`src/hdl/bapc_pkg.sv`:
```
// Shared types, codes and a helper function of the bump allocator page commit unit.
package bapc_pkg;

  localparam int ADDR_WIDTH_DEF = 32;
  localparam int QUEUE_DEPTH    = 2;

  localparam int SIZE_W   = 32;
  localparam int ALIGN_W  = 5;
  localparam int MASK_W   = 32;
  localparam int OFF_W    = 32;
  localparam int BYTES_W  = 33;
  localparam int SHIFT_W  = 5;
  localparam int CAPP_W   = 21;
  localparam int PAGE_W   = 17;
  localparam int APB_DW   = 32;
  localparam int PADDR_W  = 3;
  localparam int REG_IDX_W = 1;

  localparam logic [SHIFT_W-1:0] PAGE_SHIFT_MIN   = 5'd8;
  localparam logic [SHIFT_W-1:0] PAGE_SHIFT_MAX   = 5'd16;
  localparam logic [SHIFT_W-1:0] PAGE_SHIFT_RESET = 5'd12;
  localparam logic [CAPP_W-1:0]  CAP_PAGES_RESET  = 21'd1048576;

  localparam logic [REG_IDX_W-1:0] REG_PAGE_SHIFT     = 1'b0;
  localparam logic [REG_IDX_W-1:0] REG_CAPACITY_PAGES = 1'b1;

  typedef enum logic [1:0] {
    MODE_ALLOC  = 2'd0,
    MODE_PURGE  = 2'd1,
    MODE_REWIND = 2'd2,
    MODE_RESET  = 2'd3
  } mode_t;

  typedef enum logic [1:0] {
    STATUS_OK      = 2'd0,
    STATUS_ZERO    = 2'd1,
    STATUS_NOSPACE = 2'd2,
    STATUS_REWIND  = 2'd3
  } status_t;

  typedef enum logic [1:0] {
    ACT_NONE     = 2'd0,
    ACT_COMMIT   = 2'd1,
    ACT_DECOMMIT = 2'd2
  } action_t;

  typedef struct packed {
    mode_t               mode;
    logic [SIZE_W-1:0]   request_size;
    logic [ALIGN_W-1:0]  align_log2;
  } req_t;

  typedef struct packed {
    status_t             status;
    logic [OFF_W-1:0]    block_offset;
    action_t             page_action;
    logic [OFF_W-1:0]    page_range_offset;
    logic [BYTES_W-1:0]  page_range_bytes;
  } rsp_t;

  // Classified request handed from the front end to the execution side.
  typedef struct packed {
    mode_t               mode;
    logic                size_zero;
    logic [SIZE_W-1:0]   size;
    logic [MASK_W-1:0]   amask;
  } cmd_t;

  function automatic logic [SHIFT_W-1:0] eff_shift(input logic [SHIFT_W-1:0] s);
    logic [SHIFT_W-1:0] r;
    r = s;
    if (s < PAGE_SHIFT_MIN) r = PAGE_SHIFT_MIN;
    if (s > PAGE_SHIFT_MAX) r = PAGE_SHIFT_MAX;
    return r;
  endfunction

endpackage

```
`src/hdl/bump_allocator_page_commit_unit.sv`:
```
// Top level of the bump allocator with page commit.
//
// Requests (mode, request_size, align_log2) arrive on req_valid/req_ready and
// each produces exactly one response (status, block offset, page action and
// range) on rsp_valid/rsp_ready, in order. A request is registered in the
// front end, passes a short command queue and is executed against the bump
// offset and committed end as it leaves the queue; the result is held in a
// response register. One request per cycle is sustained while the receiver
// takes responses; that rate rests on both offset registers being updated
// for each command taken from the queue.
// When the receiver stalls, the response register holds its value and the
// queue and front end keep taking requests until they fill, then req_ready
// drops. Reset (rst, synchronous) clears both offsets, empties the queue and
// restores page_shift to 12 and capacity_pages to 1048576. The APB port
// reaches page_shift at address 0 and capacity_pages at address 4; write it
// only while no request is in flight.
module bump_allocator_page_commit_unit #(
  parameter int ADDR_WIDTH  = bapc_pkg::ADDR_WIDTH_DEF,
  parameter int QUEUE_DEPTH = bapc_pkg::QUEUE_DEPTH
) (
  input  logic                          clk,
  input  logic                          rst,
  input  logic                          req_valid,
  output logic                          req_ready,
  input  bapc_pkg::req_t                req_data,
  output logic                          rsp_valid,
  input  logic                          rsp_ready,
  output bapc_pkg::rsp_t                rsp_data,
  input  logic                          psel,
  input  logic                          penable,
  input  logic                          pwrite,
  input  logic [bapc_pkg::PADDR_W-1:0]  paddr,
  input  logic [bapc_pkg::APB_DW-1:0]   pwdata,
  output logic [bapc_pkg::APB_DW-1:0]   prdata,
  output logic                          pready
);

  logic [bapc_pkg::SHIFT_W-1:0] page_shift_eff;
  logic [ADDR_WIDTH:0]          cap_bytes;
  logic                         push;
  logic                         push_ready;
  bapc_pkg::cmd_t               push_cmd;
  logic                         pop_valid;
  logic                         pop;
  bapc_pkg::cmd_t               pop_cmd;

  bapc_regs #(
    .ADDR_WIDTH(ADDR_WIDTH)
  ) u_regs (
    .clk            (clk),
    .rst            (rst),
    .psel           (psel),
    .penable        (penable),
    .pwrite         (pwrite),
    .paddr          (paddr),
    .pwdata         (pwdata),
    .prdata         (prdata),
    .pready         (pready),
    .page_shift_eff (page_shift_eff),
    .cap_bytes      (cap_bytes)
  );

  bapc_front u_front (
    .clk        (clk),
    .rst        (rst),
    .req_valid  (req_valid),
    .req_ready  (req_ready),
    .req_data   (req_data),
    .push       (push),
    .push_ready (push_ready),
    .push_cmd   (push_cmd)
  );

  bapc_queue #(
    .DEPTH(QUEUE_DEPTH)
  ) u_queue (
    .clk        (clk),
    .rst        (rst),
    .push       (push),
    .push_ready (push_ready),
    .push_cmd   (push_cmd),
    .pop_valid  (pop_valid),
    .pop        (pop),
    .pop_cmd    (pop_cmd)
  );

  bapc_back #(
    .ADDR_WIDTH(ADDR_WIDTH)
  ) u_back (
    .clk            (clk),
    .rst            (rst),
    .cmd_valid      (pop_valid),
    .cmd_pop        (pop),
    .cmd            (pop_cmd),
    .page_shift_eff (page_shift_eff),
    .cap_bytes      (cap_bytes),
    .rsp_valid      (rsp_valid),
    .rsp_ready      (rsp_ready),
    .rsp_data       (rsp_data)
  );

endmodule

```
`src/hdl/bapc_regs.sv`:
```
// Configuration registers on the APB port, with the effective page shift and byte capacity.
module bapc_regs #(
  parameter int ADDR_WIDTH = bapc_pkg::ADDR_WIDTH_DEF
) (
  input  logic                              clk,
  input  logic                              rst,
  input  logic                              psel,
  input  logic                              penable,
  input  logic                              pwrite,
  input  logic [bapc_pkg::PADDR_W-1:0]      paddr,
  input  logic [bapc_pkg::APB_DW-1:0]       pwdata,
  output logic [bapc_pkg::APB_DW-1:0]       prdata,
  output logic                              pready,
  output logic [bapc_pkg::SHIFT_W-1:0]      page_shift_eff,
  output logic [ADDR_WIDTH:0]               cap_bytes
);

  localparam int RAW_W = ((bapc_pkg::CAPP_W + 16) > (ADDR_WIDTH + 1))
                         ? (bapc_pkg::CAPP_W + 16) : (ADDR_WIDTH + 1);

  logic [bapc_pkg::SHIFT_W-1:0]   page_shift;
  logic [bapc_pkg::CAPP_W-1:0]    capacity_pages;
  logic [bapc_pkg::SHIFT_W-1:0]   page_shift_next;
  logic [bapc_pkg::CAPP_W-1:0]    capacity_pages_next;
  logic [bapc_pkg::SHIFT_W-1:0]   eff_next;
  logic [RAW_W-1:0]               raw_cap;
  logic [RAW_W-1:0]               limit;
  logic [ADDR_WIDTH:0]            cap_next;
  logic                           wr;
  logic [bapc_pkg::REG_IDX_W-1:0] idx;

  assign pready = 1'b1;
  assign wr     = psel && penable && pwrite;
  assign idx    = paddr[2 +: bapc_pkg::REG_IDX_W];

  always_comb begin
    page_shift_next     = page_shift;
    capacity_pages_next = capacity_pages;
    if (wr) begin
      unique case (idx)
        bapc_pkg::REG_PAGE_SHIFT:     page_shift_next = pwdata[bapc_pkg::SHIFT_W-1:0];
        bapc_pkg::REG_CAPACITY_PAGES: capacity_pages_next = pwdata[bapc_pkg::CAPP_W-1:0];
        default: ;
      endcase
    end
    // Reset values go through the same path so the derived registers match them.
    if (rst) begin
      page_shift_next     = bapc_pkg::PAGE_SHIFT_RESET;
      capacity_pages_next = bapc_pkg::CAP_PAGES_RESET;
    end
  end

  // The byte capacity is derived when a register is written or reset, off the request path.
  always_comb begin
    eff_next = bapc_pkg::eff_shift(page_shift_next);
    raw_cap  = RAW_W'(capacity_pages_next) << eff_next;
    limit    = RAW_W'(1) << ADDR_WIDTH;
    cap_next = (raw_cap > limit) ? (ADDR_WIDTH+1)'(limit) : (ADDR_WIDTH+1)'(raw_cap);
  end

  always_ff @(posedge clk) begin
    page_shift     <= page_shift_next;
    capacity_pages <= capacity_pages_next;
    page_shift_eff <= eff_next;
    cap_bytes      <= cap_next;
  end

  always_comb begin
    prdata = '0;
    unique case (idx)
      bapc_pkg::REG_PAGE_SHIFT:     prdata = bapc_pkg::APB_DW'(page_shift);
      bapc_pkg::REG_CAPACITY_PAGES: prdata = bapc_pkg::APB_DW'(capacity_pages);
      default: ;
    endcase
  end

endmodule

```
`src/hdl/bapc_front.sv`:
```
// Front end: takes requests, decodes them and builds the alignment mask.
module bapc_front (
  input  logic              clk,
  input  logic              rst,
  input  logic              req_valid,
  output logic              req_ready,
  input  bapc_pkg::req_t    req_data,
  output logic              push,
  input  logic              push_ready,
  output bapc_pkg::cmd_t    push_cmd
);

  logic           busy;
  bapc_pkg::cmd_t cmd;
  bapc_pkg::cmd_t cmd_next;
  logic           take;

  assign req_ready = !busy || push_ready;
  assign take      = req_valid && req_ready;
  assign push      = busy;
  assign push_cmd  = cmd;

  always_comb begin
    cmd_next.mode      = req_data.mode;
    cmd_next.size      = req_data.request_size;
    cmd_next.size_zero = (req_data.request_size == '0);
    cmd_next.amask     = (bapc_pkg::MASK_W'(1) << req_data.align_log2) - bapc_pkg::MASK_W'(1);
  end

  always_ff @(posedge clk) begin
    if (rst) begin
      busy <= 1'b0;
    end else if (take) begin
      busy <= 1'b1;
    end else if (push_ready) begin
      busy <= 1'b0;
    end
  end

  always_ff @(posedge clk) begin
    if (take) begin
      cmd <= cmd_next;
    end
  end

endmodule

```
`src/hdl/bapc_queue.sv`:
```
// Short command queue between the front end and the execution side.
module bapc_queue #(
  parameter int DEPTH = bapc_pkg::QUEUE_DEPTH
) (
  input  logic              clk,
  input  logic              rst,
  input  logic              push,
  output logic              push_ready,
  input  bapc_pkg::cmd_t    push_cmd,
  output logic              pop_valid,
  input  logic              pop,
  output bapc_pkg::cmd_t    pop_cmd
);

  // DEPTH must be at least 2.
  localparam int PW = $clog2(DEPTH);
  localparam int CW = $clog2(DEPTH + 1);

  bapc_pkg::cmd_t mem [DEPTH];
  logic [PW-1:0]  wr_ptr;
  logic [PW-1:0]  rd_ptr;
  logic [CW-1:0]  count;
  logic           do_push;
  logic           do_pop;

  assign push_ready = (count != CW'(DEPTH));
  assign pop_valid  = (count != '0);
  assign do_push    = push && push_ready;
  assign do_pop     = pop && pop_valid;
  assign pop_cmd    = mem[rd_ptr];

  always_ff @(posedge clk) begin
    if (do_push) begin
      mem[wr_ptr] <= push_cmd;
    end
  end

  always_ff @(posedge clk) begin
    if (rst) begin
      wr_ptr <= '0;
      rd_ptr <= '0;
      count  <= '0;
    end else begin
      if (do_push) begin
        wr_ptr <= (wr_ptr == PW'(DEPTH - 1)) ? '0 : wr_ptr + PW'(1);
      end
      if (do_pop) begin
        rd_ptr <= (rd_ptr == PW'(DEPTH - 1)) ? '0 : rd_ptr + PW'(1);
      end
      if (do_push && !do_pop) begin
        count <= count + CW'(1);
      end else if (do_pop && !do_push) begin
        count <= count - CW'(1);
      end
    end
  end

endmodule

```
`src/hdl/bapc_back.sv`:
```
// Execution side: holds the bump offset and committed end and registers each result.
module bapc_back #(
  parameter int ADDR_WIDTH = bapc_pkg::ADDR_WIDTH_DEF
) (
  input  logic                          clk,
  input  logic                          rst,
  input  logic                          cmd_valid,
  output logic                          cmd_pop,
  input  bapc_pkg::cmd_t                cmd,
  input  logic [bapc_pkg::SHIFT_W-1:0]  page_shift_eff,
  input  logic [ADDR_WIDTH:0]           cap_bytes,
  output logic                          rsp_valid,
  input  logic                          rsp_ready,
  output bapc_pkg::rsp_t                rsp_data
);

  localparam int SW = ADDR_WIDTH + 1;
  // Wide enough that aligned start, block end and the committed end after growth never wrap.
  localparam int EW = ((ADDR_WIDTH > 32) ? ADDR_WIDTH : 32) + 3;

  logic [SW-1:0]              alloc_offset;
  logic [SW-1:0]              committed_end;
  logic [SW-1:0]              alloc_offset_next;
  logic [SW-1:0]              committed_end_next;
  bapc_pkg::rsp_t             rsp_next;
  logic                       take;

  logic [bapc_pkg::PAGE_W-1:0] page_w;
  logic [EW-1:0] page_e, page_m1_e, amask_e, size_e, alloc_e, comm_e, cap_e;
  logic [EW-1:0] aligned, blk_end, need, grow, new_end, acur, gap;

  assign take    = cmd_valid && (!rsp_valid || rsp_ready);
  assign cmd_pop = take;

  always_comb begin
    page_w    = bapc_pkg::PAGE_W'(1) << page_shift_eff;
    page_e    = EW'(page_w);
    page_m1_e = page_e - EW'(1);
    amask_e   = EW'(cmd.amask);
    size_e    = EW'(cmd.size);
    alloc_e   = EW'(alloc_offset);
    comm_e    = EW'(committed_end);
    cap_e     = EW'(cap_bytes);

    aligned   = (alloc_e + amask_e) & ~amask_e;
    blk_end   = aligned + size_e;
    need      = blk_end - comm_e;
    grow      = (need + page_m1_e) & ~page_m1_e;
    new_end   = comm_e + grow;

    acur      = (alloc_e + page_m1_e) & ~page_m1_e;
    gap       = comm_e - acur;
  end

  always_comb begin
    rsp_next.status            = bapc_pkg::STATUS_OK;
    rsp_next.block_offset      = '0;
    rsp_next.page_action       = bapc_pkg::ACT_NONE;
    rsp_next.page_range_offset = '0;
    rsp_next.page_range_bytes  = '0;
    alloc_offset_next          = alloc_offset;
    committed_end_next         = committed_end;

    unique case (cmd.mode)
      bapc_pkg::MODE_ALLOC: begin
        if (cmd.size_zero) begin
          rsp_next.status = bapc_pkg::STATUS_ZERO;
        end else if (blk_end > cap_e) begin
          rsp_next.status = bapc_pkg::STATUS_NOSPACE;
        end else if (blk_end > comm_e) begin
          if (new_end > cap_e) begin
            rsp_next.status = bapc_pkg::STATUS_NOSPACE;
          end else begin
            rsp_next.page_action       = bapc_pkg::ACT_COMMIT;
            rsp_next.page_range_offset = bapc_pkg::OFF_W'(comm_e);
            rsp_next.page_range_bytes  = bapc_pkg::BYTES_W'(grow);
            rsp_next.block_offset      = bapc_pkg::OFF_W'(aligned);
            committed_end_next         = SW'(new_end);
            alloc_offset_next          = SW'(blk_end);
          end
        end else begin
          rsp_next.block_offset = bapc_pkg::OFF_W'(aligned);
          alloc_offset_next     = SW'(blk_end);
        end
      end
      bapc_pkg::MODE_PURGE: begin
        // Only decommit when more than one page lies past the rounded-up offset.
        if ((comm_e > acur) && (gap > page_e)) begin
          rsp_next.page_action       = bapc_pkg::ACT_DECOMMIT;
          rsp_next.page_range_offset = bapc_pkg::OFF_W'(acur);
          rsp_next.page_range_bytes  = bapc_pkg::BYTES_W'(gap & ~page_m1_e);
          committed_end_next         = SW'(acur);
        end
      end
      bapc_pkg::MODE_REWIND: begin
        if (size_e > alloc_e) begin
          rsp_next.status = bapc_pkg::STATUS_REWIND;
        end else begin
          alloc_offset_next = SW'(alloc_e - size_e);
        end
      end
      bapc_pkg::MODE_RESET: begin
        alloc_offset_next = '0;
      end
      default: ;
    endcase
  end

  always_ff @(posedge clk) begin
    if (rst) begin
      alloc_offset  <= '0;
      committed_end <= '0;
      rsp_valid     <= 1'b0;
    end else begin
      if (take) begin
        alloc_offset  <= alloc_offset_next;
        committed_end <= committed_end_next;
        rsp_valid     <= 1'b1;
      end else if (rsp_ready) begin
        rsp_valid <= 1'b0;
      end
    end
  end

  always_ff @(posedge clk) begin
    if (take) begin
      rsp_data <= rsp_next;
    end
  end

endmodule
```
`config.mk`:
```
export PLATFORM = sky130hd
export DESIGN_NAME = bump_allocator_page_commit_unit
export DESIGN_NICKNAME = d
export VERILOG_FILES = /design/src/hdl/bapc_pkg.sv /design/src/hdl/bump_allocator_page_commit_unit.sv /design/src/hdl/bapc_regs.sv /design/src/hdl/bapc_front.sv /design/src/hdl/bapc_queue.sv /design/src/hdl/bapc_back.sv
export SDC_FILE = /design/constraint.sdc
export NUM_CORES = 1
export LEC_CHECK = 0
export CORE_MARGIN = 2
export CORE_UTILIZATION = 60
export DETAILED_ROUTE_END_ITERATION = 10
export DONT_BUFFER_PORTS = 1
export GPL_TIMING_DRIVEN = 0
export PLACE_DENSITY_LB_ADDON = 0.3
export SYNTH_ARGS = -nofsm -noshare
export SYNTH_HDL_FRONTEND = slang
export SYNTH_SLANG_ARGS = --single-unit
```
`constraint.sdc`:
```
create_clock -name clk -period 13.65 [get_ports clk]
set_clock_uncertainty 0.05 [all_clocks]
set_input_delay 4.095 -clock clk [delete_from_list [all_inputs] [get_ports clk]]
set_output_delay 4.095 -clock clk [all_outputs]
set_load 0.005 [all_outputs]
```
==> results by group <==
Placement
  • DP HPWL: 92900 µm
  • Port Buf Inserts: 0
  • Placed cells: 4615
  • Gp weighted congestion: 1.03

Worst setup path
  • Critical Path RT: 13.89 ns
  • Crit Path Max Fanout: 10
  • Crit path arrival time: 13.57 ns
  • CP peak stage delay: 0.79 ns
  • Crit. End Element: flip-flop
  • Cell family with most CP delay: compound AO/OA/AOI/OAI gates
  • CP Class: reg2reg
  • Slowest stage cell on the critical path: a311oi_1
  • Critical path buffers and inverters: 4
  • Crit start category: flip-flop

STA
  • Final Hold Fails: 0
  • Max Freq: 0.0751 GHz
  • Final Cycle Share: 97.6%
  • Count of final setup violators: 0
  • RSZ-0062 raised after global routing: false
  • Max Transition Viols Final: 0
  • Least-Margin Pin Slew: 1.38 ns
  • Final TNS setup: 0 ns
  • Slew headroom: 5.42%
  • Min Tclk post-route: 13.32 ns

Flow run
  • Max Cap Viol: 0

Clocking
  • Clock buffer depth: 3
  • Clock root buffer: clkbuf_16
  • Total CTS buffers: 46
  • CTS tree: built
  • Clock-pin slew on the worst setup and hold paths: 0.07 ns
  • CTS sink count: 439
  • Clock latency on the worst-skew pair: 0.63 ns
  • H-Tree Depth: 2

Cells and area
  • Final nets: 4377
  • Non-Filler Instances: 4711
  • # diodes: 0
  • Layout cell share with drive strength beyond 1: 6.11%
  • Most frequent cells in the layout: ha_1, nor2_1, edfxtp_1
  • Util after Layout: 65.8%
  • Area growth from synthesis to layout: 8.92%
  • Commonest non-fill, non-tap cell in the layout: ha_1

Floorplan
  • Num rows: 88
  • Initial Utilization: 60.4%
  • Die Y-Extent: 244 µm
  • Core ar.: 57400 µm²
  • Die ar.: 59700 µm²
  • Die width: 244 µm
  • I/O pin cnt: 217

Global routing
  • Largest net degree at the start of global routing: 68
  • Vias in the first global route: 29500
  • GR peak layer: met2
  • First-pass GRT wire length: 172000 µm
  • GRT Util Overall: 37.7%
  • Initial antenna violation count: 3
  • Met2 usage: 62.3%
  • Met1 Use GR: 47.4%
  • Total gr overflow: 0
  • Global Route met3 Usage: 5.52%

Routing
  • DRT antenna net count: 0
  • Initial DRC count: 3283
  • Wire length per cell: 24.5 µm
  • Routed Wire Length: 115000 µm
  • Drc violations: 0
  • Vias per cell: 6.60
  • DRT Pass-1 Iters: 6
  • Vias: 31100

Synth
  • Main synth FF type: edfxtp_1
  • Synth warnings: 0
  • Synth Register Bits: 439
  • FFs w/ async S/R, synth: 0%
  • Seq/Total Area, Yosys: 34.1%
  • Syn avg cell area: 9.06 µm²
  • Number of synthesized flops with an enable pin: 302
  • Synth cell types: 92
  • Synthesized area: 34600 µm²
  • Cells after Synth: 3825

Outcome
  • Status: finished, final reports clean

Worst hold path
  • HP Class: reg2reg
registers in the layout, summed over array words and instances (netlist names), 21 cells and up, named ones only:
register,cells
u_queue.mem,134
u_back.rsp_data,101
u_front.push_cmd,67
u_back.alloc_offset,33
u_back.committed_end,33
u_regs.cap_bytes,33
u_regs.capacity_pages,21
cell type report:
type,instances,area [µm²]
plain buffers,148,667
inverters,260,978
clock inverters,36,375
flip-flops and latches,439,11800
multi-input cells,2995,21500
repair buffers,18,220
fillers,4738,19600
well taps,765,957
clock buffers,50,1200
Yosys cell counts (26+ instances only):
library cell / n / area share [%]
ha_1: 349 / 13
nor2_1: 305 / 3.3
edfxtp_1: 302 / 26
a21oi_1: 292 / 4.2
nand2_1: 290 / 3.1
inv_1: 258 / 2.8
o21ai_0: 210 / 3.0
a21o_1: 143 / 3.1
dfxtp_1: 137 / 7.9
xnor2_1: 126 / 3.2
clkbuf_1: 107 / 1.2
a211oi_1: 100 / 2.2
nand3_1: 77 / 1.1
mux2i_1: 76 / 2.2
nor3_1: 76 / 1.1
xor2_1: 61 / 1.5
and2_1: 56 / 1.0
nand4_1: 54 / 0.98
o21a_1: 52 / 1.1
a22oi_1: 50 / 1.1
a31oi_1: 50 / 0.90
nand2b_1: 45 / 0.81
o22ai_1: 42 / 0.76
fa_1: 39 / 2.3
nor2b_1: 38 / 0.69
o211ai_1: 32 / 0.69
and3_1: 30 / 0.54
o21bai_1: 30 / 0.65
nor4_1: 29 / 0.52
a211o_1: 26 / 0.66
cells by family (layout without fill, tap and decap cells):
| logic type | after synthesis | after routing | synth area share, % |
|---|---|---|---|
| AOI/OAI and AO/OA | 1202 | 1202 | 23.0 |
| and+or+nand+nor | 1082 | 1082 | 15.0 |
| DFF | 439 | 439 | 34.1 |
| buffers and inverters | 410 | 512 | 4.70 |
| adders and majority gates | 388 | 388 | 14.9 |
| xor gates and xnor gates | 187 | 187 | 4.73 |
| muxes | 115 | 115 | 3.65 |
| other | 2 | 21 | 0.0217 |
path summary, 6_finish.rpt:
check | from | endpoint | slack (ns) | cells past startpoint
setup / recovery | u_regs.page_shift_eff[4]$_DFF_P_ | u_back.rsp_data[57]$_DFFE_PP_ | 0.33 | 36
hold / removal | u_front.push_cmd[14]$_DFFE_PP_ | u_queue.mem[1][14]$_DFFE_PP_ | 0.38 | 0
setup reg to reg | u_regs.page_shift_eff[4]$_DFF_P_ | u_back.rsp_data[57]$_DFFE_PP_ | 0.33 | 36
hold reg to reg | u_front.push_cmd[14]$_DFFE_PP_ | u_queue.mem[1][14]$_DFFE_PP_ | 0.38 | 0
metal layers:
layer / wire length [µm] / share of wire (%)
met1: 45200 / 39
met2: 52800 / 46
met3: 9880 / 8.6
met4: 7340 / 6.4
met5: 12 / 0.010
through the flow:
step | instance area (µm²) | hold slack (ns) | setup slack [ns]
2_1_floorplan | 34700 | 0.371 | 2.52
3_3_place_gp | 35700 | 0.372 | -2.59
3_5_place_dp | 35800 | 0.379 | -2.39
4_1_cts | 37500 | 0.372 | 0.00612
5_1_grt | 37700 | 0.379 | 0.0560
6_report | 37700 | 0.382 | 0.327
what timing repair did:
action / 4_1_cts / 5_1_grt
setup endpoints to repair: 165 / 165
pin swaps: 4 / 3
buffers inserted: 7 / 5
gates resized for setup: 25 / 33
hold buffers: 0 / 0
hold endpoints to repair: 0 / 0
cloned: 0 / 0
Power is not shown: default switching activity piles up to over one toggle a cycle in this logic, so the estimate is an artifact.
